## config.mk

```make
export PLATFORM = sky130hd
export DESIGN_NAME = isoch_microframe_slot_scheduler_unit_flat
export DESIGN_NICKNAME = d
export VERILOG_FILES = /design/src/sv/ims_pkg.sv /design/src/sv/ims_if.sv /design/src/sv/ims_step.sv /design/src/sv/isoch_microframe_slot_scheduler_unit.sv /design/src/flat_wrapper.sv
export SDC_FILE = /design/constraint.sdc
export NUM_CORES = 1
export LEC_CHECK = 0
export BUFFER_PORTS_ARGS = -buffer_cell sky130_fd_sc_hd__buf_2
export CORE_AREA = 4 4 248 250
export DETAILED_ROUTE_END_ITERATION = 6
export DIE_AREA = 0 0 252 254
export PLACE_DENSITY = 0.46
export SLEW_MARGIN = 20
export SYNTH_ARGS = -nofsm -noshare
export SYNTH_HDL_FRONTEND = slang
export SYNTH_HIERARCHICAL = 1
export SYNTH_SLANG_ARGS = --single-unit
```

## constraint.sdc

```tcl
create_clock -name clk -period 21.8 [get_ports clk]
set_clock_uncertainty 0.2 [all_clocks]
set_input_delay 2.18 -clock clk [delete_from_list [all_inputs] [get_ports clk]]
set_output_delay 2.18 -clock clk [all_outputs]
set_load 0.02 [all_outputs]
```

## src/sv/ims_pkg.sv

```systemverilog
package ims_pkg;

    localparam int TARGET_FRAMES = 8;

    localparam logic [9:0]  TGT_UFRAMES    = 10'(TARGET_FRAMES * 8);
    localparam logic [15:0] SCHED_OFFSET   = 16'd32;
    localparam logic [23:0] DEFAULT_BUDGET = 24'd2048;
    localparam logic [23:0] BYTES_MAX      = 24'hffffff;

    localparam logic [1:0] ACT_START    = 2'd0;
    localparam logic [1:0] ACT_REQUEST  = 2'd1;
    localparam logic [1:0] ACT_COMPLETE = 2'd2;
    localparam logic [1:0] ACT_STOP     = 2'd3;

    localparam logic [2:0] CFG_INTERVAL_LOG2  = 3'd0;
    localparam logic [2:0] CFG_FRAME_PINNING  = 3'd1;
    localparam logic [2:0] CFG_THRESHOLD_RAW  = 3'd2;
    localparam logic [2:0] CFG_DIRECTION_IN   = 3'd3;
    localparam logic [2:0] CFG_PREFETCH_LIMIT = 3'd4;

    typedef struct packed {
        logic [3:0]  interval_log2;
        logic        frame_pinning;
        logic [3:0]  threshold_raw;
        logic        direction_in;
        logic [23:0] prefetch_limit;
    } cfg_t;

    typedef struct packed {
        logic [13:0] next_slot;
        logic [23:0] bytes_in_flight;
        logic [5:0]  threshold_uframes;
        logic [9:0]  td_target;
    } sched_state_t;

    typedef struct packed {
        logic [1:0]  action;
        logic [13:0] frame_index;
        logic [23:0] byte_count;
        logic [9:0]  active_tds;
    } item_t;

    typedef struct packed {
        logic        granted;
        logic [10:0] frame_id;
    } grant_t;

endpackage

```

## src/sv/ims_if.sv

```systemverilog
interface ims_req_if;
    logic        valid;
    logic        ready;
    logic [1:0]  action;
    logic [13:0] frame_index;
    logic [23:0] byte_count;
    logic [9:0]  active_tds;

    modport source (output valid, action, frame_index, byte_count, active_tds, input ready);
    modport sink   (input valid, action, frame_index, byte_count, active_tds, output ready);
endinterface

interface ims_res_if;
    logic        valid;
    logic        ready;
    logic        granted;
    logic [10:0] frame_id;
    logic [13:0] slot_now;
    logic [23:0] bytes_now;
    logic [9:0]  target_now;

    modport source (output valid, granted, frame_id, slot_now, bytes_now, target_now,
                    input ready);
    modport sink   (input valid, granted, frame_id, slot_now, bytes_now, target_now,
                    output ready);
endinterface

```

## src/sv/ims_step.sv

```systemverilog
module ims_step
    import ims_pkg::*;
(
    input  cfg_t         cfg,
    input  sched_state_t state,
    input  item_t        item,
    output sched_state_t state_next,
    output grant_t       grant
);

    function automatic logic [13:0] earliest_slot(
        input logic [13:0] mf,
        input logic [5:0]  thr,
        input logic [15:0] msk
    );
        logic [15:0] raw;
        logic [15:0] rnd;
        begin
            raw = 16'(mf) + 16'(thr) + SCHED_OFFSET;
            rnd = (raw + msk) & ~msk;
            return rnd[13:0];
        end
    endfunction

    logic [15:0] msk;
    logic [15:0] intv;
    logic [15:0] td_calc;
    logic [5:0]  thr_start;
    logic [13:0] lo_clamp;
    logic [13:0] diff;
    logic        diff_pos;
    logic [15:0] adv;
    logic [13:0] slot_clamped;
    logic [23:0] budget;
    logic        ok;
    logic [24:0] byte_sum;

    always_comb
    begin
        msk       = ~(16'hffff << cfg.interval_log2);
        intv      = 16'd1 << cfg.interval_log2;
        td_calc   = (16'(TGT_UFRAMES) + msk) >> cfg.interval_log2;
        thr_start = cfg.threshold_raw[3] ? {cfg.threshold_raw[2:0], 3'b000}
                                         : {3'b000, cfg.threshold_raw[2:0]};

        lo_clamp = earliest_slot(item.frame_index, state.threshold_uframes, msk);
        diff     = lo_clamp - state.next_slot;
        diff_pos = (diff != 14'd0) && !diff[13];
        adv      = (16'(diff) + msk) & ~msk;
        slot_clamped = (cfg.frame_pinning && diff_pos) ? state.next_slot + adv[13:0]
                                                       : state.next_slot;

        budget   = (cfg.prefetch_limit != 24'd0) ? cfg.prefetch_limit : DEFAULT_BUDGET;
        ok       = cfg.direction_in ? (item.active_tds < state.td_target)
                                    : (state.bytes_in_flight < budget);
        byte_sum = 25'(state.bytes_in_flight) + 25'(item.byte_count);

        state_next = state;
        grant      = '0;

        case (item.action)
            ACT_START:
            begin
                state_next.threshold_uframes = thr_start;
                state_next.next_slot = earliest_slot(item.frame_index, thr_start, msk);
                state_next.td_target = td_calc[9:0];
            end
            ACT_REQUEST:
            begin
                if (ok)
                begin
                    grant.granted  = 1'b1;
                    grant.frame_id = slot_clamped[13:3];
                    state_next.next_slot = slot_clamped + intv[13:0];
                    state_next.bytes_in_flight = byte_sum[24] ? BYTES_MAX : byte_sum[23:0];
                end
            end
            ACT_COMPLETE:
            begin
                if (state.bytes_in_flight >= item.byte_count)
                begin
                    state_next.bytes_in_flight = state.bytes_in_flight - item.byte_count;
                end
            end
            default:
            begin
                state_next.bytes_in_flight = '0;
            end
        endcase
    end

endmodule

```

## src/sv/isoch_microframe_slot_scheduler_unit.sv

```systemverilog
// channel  dir  handshake      payload
// req      in   valid/ready    action, frame_index, byte_count, active_tds
// res      out  valid/ready    granted, frame_id, slot_now, bytes_now, target_now
// cfg      in   cfg_we         cfg_index, cfg_data
//
// one beat per cycle sustained while res.ready holds; a beat's result is registered
// through the input register, then the result register
// the slot, byte and target update is one combinational step from input register to
// state and result registers, so back-to-back beats see each other's effect
// rst_n clears config, scheduler state and both valid flags
// a stalled result holds; the input register takes a beat while the result waits only if it is empty
module isoch_microframe_slot_scheduler_unit
    import ims_pkg::*;
(
    input  logic         clk,
    input  logic         rst_n,
    input  logic         cfg_we,
    input  logic [2:0]   cfg_index,
    input  logic [23:0]  cfg_data,
    ims_req_if.sink      req,
    ims_res_if.source    res
);

    cfg_t         cfg_reg;
    sched_state_t state_reg;
    sched_state_t state_next;
    item_t        s1_reg;
    logic         s1_valid_reg;
    logic         res_valid_reg;
    grant_t       grant;
    grant_t       grant_reg;
    logic         advance;
    logic         take_in;

    assign advance = s1_valid_reg && (!res_valid_reg || res.ready);
    assign take_in = req.valid && req.ready;
    assign req.ready = !s1_valid_reg || advance;

    always_ff @(posedge clk or negedge rst_n)
    begin
        if (!rst_n)
        begin
            cfg_reg <= '0;
        end
        else if (cfg_we)
        begin
            case (cfg_index)
                CFG_INTERVAL_LOG2:  cfg_reg.interval_log2  <= cfg_data[3:0];
                CFG_FRAME_PINNING:  cfg_reg.frame_pinning  <= cfg_data[0];
                CFG_THRESHOLD_RAW:  cfg_reg.threshold_raw  <= cfg_data[3:0];
                CFG_DIRECTION_IN:   cfg_reg.direction_in   <= cfg_data[0];
                CFG_PREFETCH_LIMIT: cfg_reg.prefetch_limit <= cfg_data;
                default:            ;
            endcase
        end
    end

    ims_step u_step (
        .cfg        (cfg_reg),
        .state      (state_reg),
        .item       (s1_reg),
        .state_next (state_next),
        .grant      (grant)
    );

    always_ff @(posedge clk or negedge rst_n)
    begin
        if (!rst_n)
        begin
            s1_valid_reg  <= 1'b0;
            res_valid_reg <= 1'b0;
            state_reg     <= '0;
        end
        else
        begin
            if (req.ready)
            begin
                s1_valid_reg <= req.valid;
            end
            if (advance)
            begin
                res_valid_reg <= 1'b1;
                state_reg     <= state_next;
            end
            else if (res.ready)
            begin
                res_valid_reg <= 1'b0;
            end
        end
    end

    // payload, no reset
    always_ff @(posedge clk)
    begin
        if (take_in)
        begin
            s1_reg.action      <= req.action;
            s1_reg.frame_index <= req.frame_index;
            s1_reg.byte_count  <= req.byte_count;
            s1_reg.active_tds  <= req.active_tds;
        end
        if (advance)
        begin
            grant_reg <= grant;
        end
    end

    assign res.valid      = res_valid_reg;
    assign res.granted    = grant_reg.granted;
    assign res.frame_id   = grant_reg.frame_id;
    assign res.slot_now   = state_reg.next_slot;
    assign res.bytes_now  = state_reg.bytes_in_flight;
    assign res.target_now = state_reg.td_target;

    a_refused_no_frame: assert property (@(posedge clk) disable iff (!rst_n)
        (res.valid && !res.granted) |-> (res.frame_id == 11'd0))
        else $error("refused result carries a frame id");

    a_stop_clears: assert property (@(posedge clk) disable iff (!rst_n)
        (advance && s1_reg.action == ACT_STOP) |=> (state_reg.bytes_in_flight == 24'd0))
        else $error("stop beat left bytes in flight");

    a_stall_only_full: assert property (@(posedge clk) disable iff (!rst_n)
        !req.ready |-> (s1_valid_reg && res_valid_reg && !res.ready))
        else $error("input stalled without a full pipeline");

    a_grant_only_request: assert property (@(posedge clk) disable iff (!rst_n)
        (advance && s1_reg.action != ACT_REQUEST) |=> !grant_reg.granted)
        else $error("grant on a non-request beat");

endmodule
```

## src/flat_wrapper.sv

```systemverilog
// flat-port wrapper written by rule: the top's interface ports become plain ports
module isoch_microframe_slot_scheduler_unit_flat import ims_pkg::*;
  (clk, rst_n, cfg_we, cfg_index, cfg_data, req_valid, req_action, req_frame_index, req_byte_count, req_active_tds, req_ready, res_valid, res_granted, res_frame_id, res_slot_now, res_bytes_now, res_target_now, res_ready);
  ims_req_if req_i ();
  ims_res_if res_i ();
  input  logic clk;
  input  logic rst_n;
  input  logic cfg_we;
  input  logic [2:0] cfg_index;
  input  logic [23:0] cfg_data;
  input wire logic [$bits(req_i.valid)-1:0] req_valid;
  input wire logic [$bits(req_i.action)-1:0] req_action;
  input wire logic [$bits(req_i.frame_index)-1:0] req_frame_index;
  input wire logic [$bits(req_i.byte_count)-1:0] req_byte_count;
  input wire logic [$bits(req_i.active_tds)-1:0] req_active_tds;
  output wire logic [$bits(req_i.ready)-1:0] req_ready;
  output wire logic [$bits(res_i.valid)-1:0] res_valid;
  output wire logic [$bits(res_i.granted)-1:0] res_granted;
  output wire logic [$bits(res_i.frame_id)-1:0] res_frame_id;
  output wire logic [$bits(res_i.slot_now)-1:0] res_slot_now;
  output wire logic [$bits(res_i.bytes_now)-1:0] res_bytes_now;
  output wire logic [$bits(res_i.target_now)-1:0] res_target_now;
  input wire logic [$bits(res_i.ready)-1:0] res_ready;
  assign req_i.valid = req_valid;
  assign req_i.action = req_action;
  assign req_i.frame_index = req_frame_index;
  assign req_i.byte_count = req_byte_count;
  assign req_i.active_tds = req_active_tds;
  assign req_ready = req_i.ready;
  assign res_valid = res_i.valid;
  assign res_granted = res_i.granted;
  assign res_frame_id = res_i.frame_id;
  assign res_slot_now = res_i.slot_now;
  assign res_bytes_now = res_i.bytes_now;
  assign res_target_now = res_i.target_now;
  assign res_i.ready = res_ready;
  isoch_microframe_slot_scheduler_unit u_core (.clk(clk), .rst_n(rst_n), .cfg_we(cfg_we), .cfg_index(cfg_index), .cfg_data(cfg_data), .req(req_i), .res(res_i));
endmodule
```

== Word-level counts from Yosys, hierarchy flattened ==
Index checks and enable logic that the tools add are counted.
W data, S select, Z words.

* Add/sub/neg operators: 13
* Order comparisons: 3
* Equal/unequal tests: 8
* Shifts and indexed selects: 3
* Multiplexer cells: 12
* Bitwise gates (word level): 6
* Reductions and logical operators: 24

{| class="wikitable"
|+ Operators with widths
! kind !! count
|-
| $mux W24 || 3
|-
| $pmux W24 S3 || 1
|-
| $add A14 B14 Y14 || 5
|-
| $and A14 B14 Y14 || 3
|-
| $mux W38 || 1
|-
| $add A14 B6 Y14 || 2
|-
| $add A14 B6 Y14 const B || 2
|-
| $pmux W14 S2 || 1
|-
| $add A24 B24 Y25 || 1
|-
| $ge A24 B24 Y1 || 1
|-
| $lt A24 B24 Y1 || 1
|-
| $reduce_bool A24 Y1 || 1
|-
| $sub A24 B24 Y24 || 1
|-
| $add A7 B16 Y16 const A || 1
|-
| $not A16 Y16 || 1
|-
| $shl A16 B4 Y16 const A || 1
|-
| $shr A16 B4 Y10 || 1
|-
| $mux W14 || 1
|-
| $not A14 Y14 || 1
|-
| $reduce_and A2 Y1 || 7
|-
| $reduce_bool A14 Y1 || 1
|-
| $shl A1 B4 Y14 const A || 1
|-
| $sub A14 B14 Y14 || 1
|-
| $mux W12 || 1
|-
| other kinds (18) || 29
|}

* Register bits after elaboration: 152
* Output and inout port bits: 62
* Logic and storage cells: 86

== Longest topological paths before layout ==
* Depth after elaboration: 12
* Gate-level depth with buffers: 46
* Mapped depth without buffers: 44

== Modules after synthesis ==
The synthesis kept the hierarchy.

{| class="wikitable"
|+ By module, submodules not included
! module !! times used !! cells an instance !! area an instance (um^2)
|-
| ims_step || 1 || 1330 || 9064.9
|-
| isoch_microframe_slot_scheduler_unit || 1 || 308 || 5632.9
|}

== Worst setup path after synthesis ==
OpenSTA, ideal clock, no wires.

* Path type: reg-to-reg
* Start: reg u_core/cfg_reg[32] (netlist name)
* End: reg u_core.state_reg (netlist bit u_core/res.slot_now[13])
* Arrival: 8.744 ns
* Path slack: 12.731 ns
* Cell stages (with the launch flop): 44
* Buffers on the path: 3
* Clock period less this slack: 9.069 ns
* Cells stage by stage: dfrtp_1 > clkbuf_1 > clkbuf_1 > nor3_1 > inv_1 > fa_1 > ha_1 > ha_1 > inv_1 > fa_1 > nor2b_1 > o21ai_0 > a21boi_0 > o21ai_0 > a21boi_0 > o21ai_0 > a21boi_0 > o21ai_0 > (+8 left out) > or4_1 > o32ai_2 > nor2_2 > buf_6 > nand2_1 > mux2_2 > ha_1 > a21oi_1 > o21ai_0 > o211ai_1 > o21ai_0 > o41a_1 > and4_1 > or3_1 > nor4b_1 > or3_1 > nand3_1 > mux2_2

{| class="wikitable"
|+ RTL lines
! element !! RTL line !! text
|-
| from (decl) || isoch_microframe_slot_scheduler_unit.sv:24 || <nowiki>cfg_t cfg_reg;</nowiki>
|-
| to (signal assigned) || isoch_microframe_slot_scheduler_unit.sv:83 || <nowiki>state_reg <= state_next;</nowiki>
|-
| to (decl) || isoch_microframe_slot_scheduler_unit.sv:25 || <nowiki>sched_state_t state_reg;</nowiki>
|}

==> flow_summary.yaml <==
hold_path:
  worstHoldPathCells: 1
  min-delay-start: "u_core/state_reg[15]$_DFFE_PN0P_"
  hold_end: "u_core/state_reg[15]$_DFFE_PN0P_"
  min_path_type: "flip-flop to flip-flop"
worst_setup_path:
  path_class: "flip-flop to flip-flop"
  start_kind: "flip-flop"
  reg2reg_depth: 42
  r2r_start: "u_core/cfg_reg[31]$_DFFE_PN0P_"
  reg2reg_slack_ns: 11.37
  setup.worst_path.end_class: "flip-flop"
  slowest_stage: "dfrtp_1"
  crit_start: "u_core/cfg_reg[31]$_DFFE_PN0P_"
  crit_arrival_ns: 10.60
  cp_max_fo: 20
  rr_endpoint: "u_core/res.slot_now[13]$_DFFE_PN0P_"
  required_ns: 21.97
  cpMostUsedCell: "o21ai_0"
  slowest_delay_ns: 0.71
global_route:
  grt_usage_pct: 15.0
  grt_max_degree: 54
  antenna_found_initial: 0
  grt_pass1_wl_um: 73300
  overflow: 0
  use_met2_pct: 27.1
  gr-max-usage-layer: "met2"
  first_global_vias: 12258
  grt_util_met3_pct: 3.13
  grtUsageMet1_pct: 18.2
yosys:
  yosys_warnings: 6
  yosys_register_bits: 152
  async_reset_ff_share_pct: 59.2
  syn_nets: 1915
  synth_cell_types: 85
  synth_area_per_cell_sq_um: 8.97
  synth-edff-count: 62
  synthCells: 1638
  syn_area_sq_um: 14700
  synthFlopType: "dfrtp_1"
  ys_seq_area_share_pct: 28.0
sta:
  maxSlewHeadroom_pct: 30.2
  hold_viol: 0
  post-route-period-util_pct: 47.8
  fmax_mhz: 95.9
  worstMarginPinSlew_ns: 1.04
  setup_tns_ns: 0
  layout_min_cycle_time_ns: 10.43
  drv_slew: 0
  rsz0062_at_grt: "no"
  setup_viol: 0
clock_tree:
  post-cts-setup-buffer-count: 0
  cts-buffers-inserted: 17
  cts_resized: 0
  cts.sinks: 152
  root_buffer: "clkbuf_16"
  clk_pin_slew_worst_paths_ns: 0.07
  h-tree-depth: 4
  hold_buffers: 0
  ctsLongestPathBuffers: 2
  clk_latency_ns: 0.49
  cts_tree: "yes"
routing:
  first_pass_iters: 5
  ant_nets: 0
  drtIter0Drc: 701
  vias: 12257
  drcViolationCount: 0
  viasPerCell: 4.91
  routedWlPerCell_um: 19.5
  wl_um: 48700
die:
  die_height_um: 254
  die_w_um: 252
  row_count: 89
  core_sq_um: 59000
  ios: 144
  start_util_pct: 24.9
  dieArea_sq_um: 64000
place:
  port_buffers: 143
  dpl.hpwl_um: 38200
  place.gp.congestion: 0.870
final_layout:
  layout-drive-gt1-share_pct: 17.5
  diodes: 0
  final_common_cell: "ha_1"
  nets: 1985
  final_cell_mix: "176 x ha_1, 154 x inv_1, 142 x buf_2"
  largest_reg_flops: 50
  area_delta_synth_final_pct: 12.1
flow_run:
  max_cap_viol_count: 0
outcome:
  status: "completed"
per-layer routing:
metal  vias up  part of all wire (%)
met5         -                     0
met4         0                   1.5
met3        40                   3.4
met2       180                    51
met1      6023                    44
li1       6014                     -
cells by family (layout without fill, tap and decap cells):
group | count (synthesis) | in the layout | share of synthesized area, %
xor gates and xnor gates | 81 | 81 | 4.83
buffers and inverters | 262 | 345 | 8.16
adders and majority gates | 195 | 195 | 17.6
and+or+nand+nor | 415 | 415 | 14.1
AOI/OAI and AO/OA | 422 | 422 | 19.0
muxes | 111 | 111 | 8.37
DFF | 152 | 152 | 28.0
worst max-delay path, delay by kind of cell, from the launching register on:
family          cells  cell delay [ns]
buf+inv             5             0.60
simple gates       14             3.01
compound gates     15             3.34
flops               1             0.71
mux                 2             0.58
fa+ha+maj           6             1.87
stage by stage:
| step | utilization, % | std cells | instance area [sq um] | worst slack (ns) | hold slack [ns] |
|---|---|---|---|---|---|
| final | 27.9 | 2494 | 16500 | 11.37 | 0.309 |
| after global routing | 27.9 | 2494 | 16500 | 10.34 | 0.342 |
| after CTS | 27.9 | 2494 | 16500 | 11.40 | 0.315 |
| after detailed placement | 26.9 | 2462 | 15900 | 11.42 | 0.300 |
| after global placement | 26.9 | 2461 | 15900 | 11.76 | 0.291 |
| after floorplan | - | 1638 | 14700 | 12.73 | 0.275 |
worst max path at each step:
stage / slack, ns / to
2_1_floorplan: 12.73 / u_core/res.slot_now[13]$_DFFE_PN0P_
3_3_place_gp: 11.76 / u_core/res.slot_now[13]$_DFFE_PN0P_
3_5_place_dp: 11.42 / u_core/res.slot_now[13]$_DFFE_PN0P_
4_1_cts: 11.40 / u_core/res.slot_now[13]$_DFFE_PN0P_
5_1_grt: 10.34 / u_core/res.slot_now[13]$_DFFE_PN0P_
6_report: 11.37 / u_core/res.slot_now[13]$_DFFE_PN0P_
area by class of cell:
class	count	area, sq um
Timing Repair Buffer	156	823
Clock inverter	15	158
Fill cell	6333	42500
Inverter	157	589
Tap cell	773	967
Clock buffer	17	425
Multi-Input combinational cell	1224	9400
Sequential cell	152	4110
synth_stat cells, drive strengths merged (7+ instances only):
cell     count  share of area [%]
nor2b       20               0.85
o31ai        8               0.41
dfrtp       90                 15
and2        20               0.85
o21a        18               0.92
a2111oi      7               0.42
a211oi      16               0.82
clkbuf      40                1.0
a21boi      11               0.56
fa          19                2.6
a221o       10               0.68
a31oi       18               0.77
a21oi       94                3.2
nor4        16               0.68
inv        155                4.0
o22ai       13               0.55
and3         9               0.38
a21o        41                2.1
buf         65                3.1
o211ai      10               0.51
mux2        95                7.3
ha         176                 15
o21bai      16               0.82
nand2b      23               0.98
edfxtp      62                 13
mux2i       16                1.1
nand2       97                2.5
o221ai      16               0.95
nand3       17               0.61
o21ai       99                3.4
nor2       121                3.1
or3          9               0.38
xor2        29                1.7
nand4        7               0.30
xnor2       52                3.1
nor3        48                1.7
Power is not shown: default switching activity piles up to over one toggle a cycle in this logic, so the estimate is an artifact.
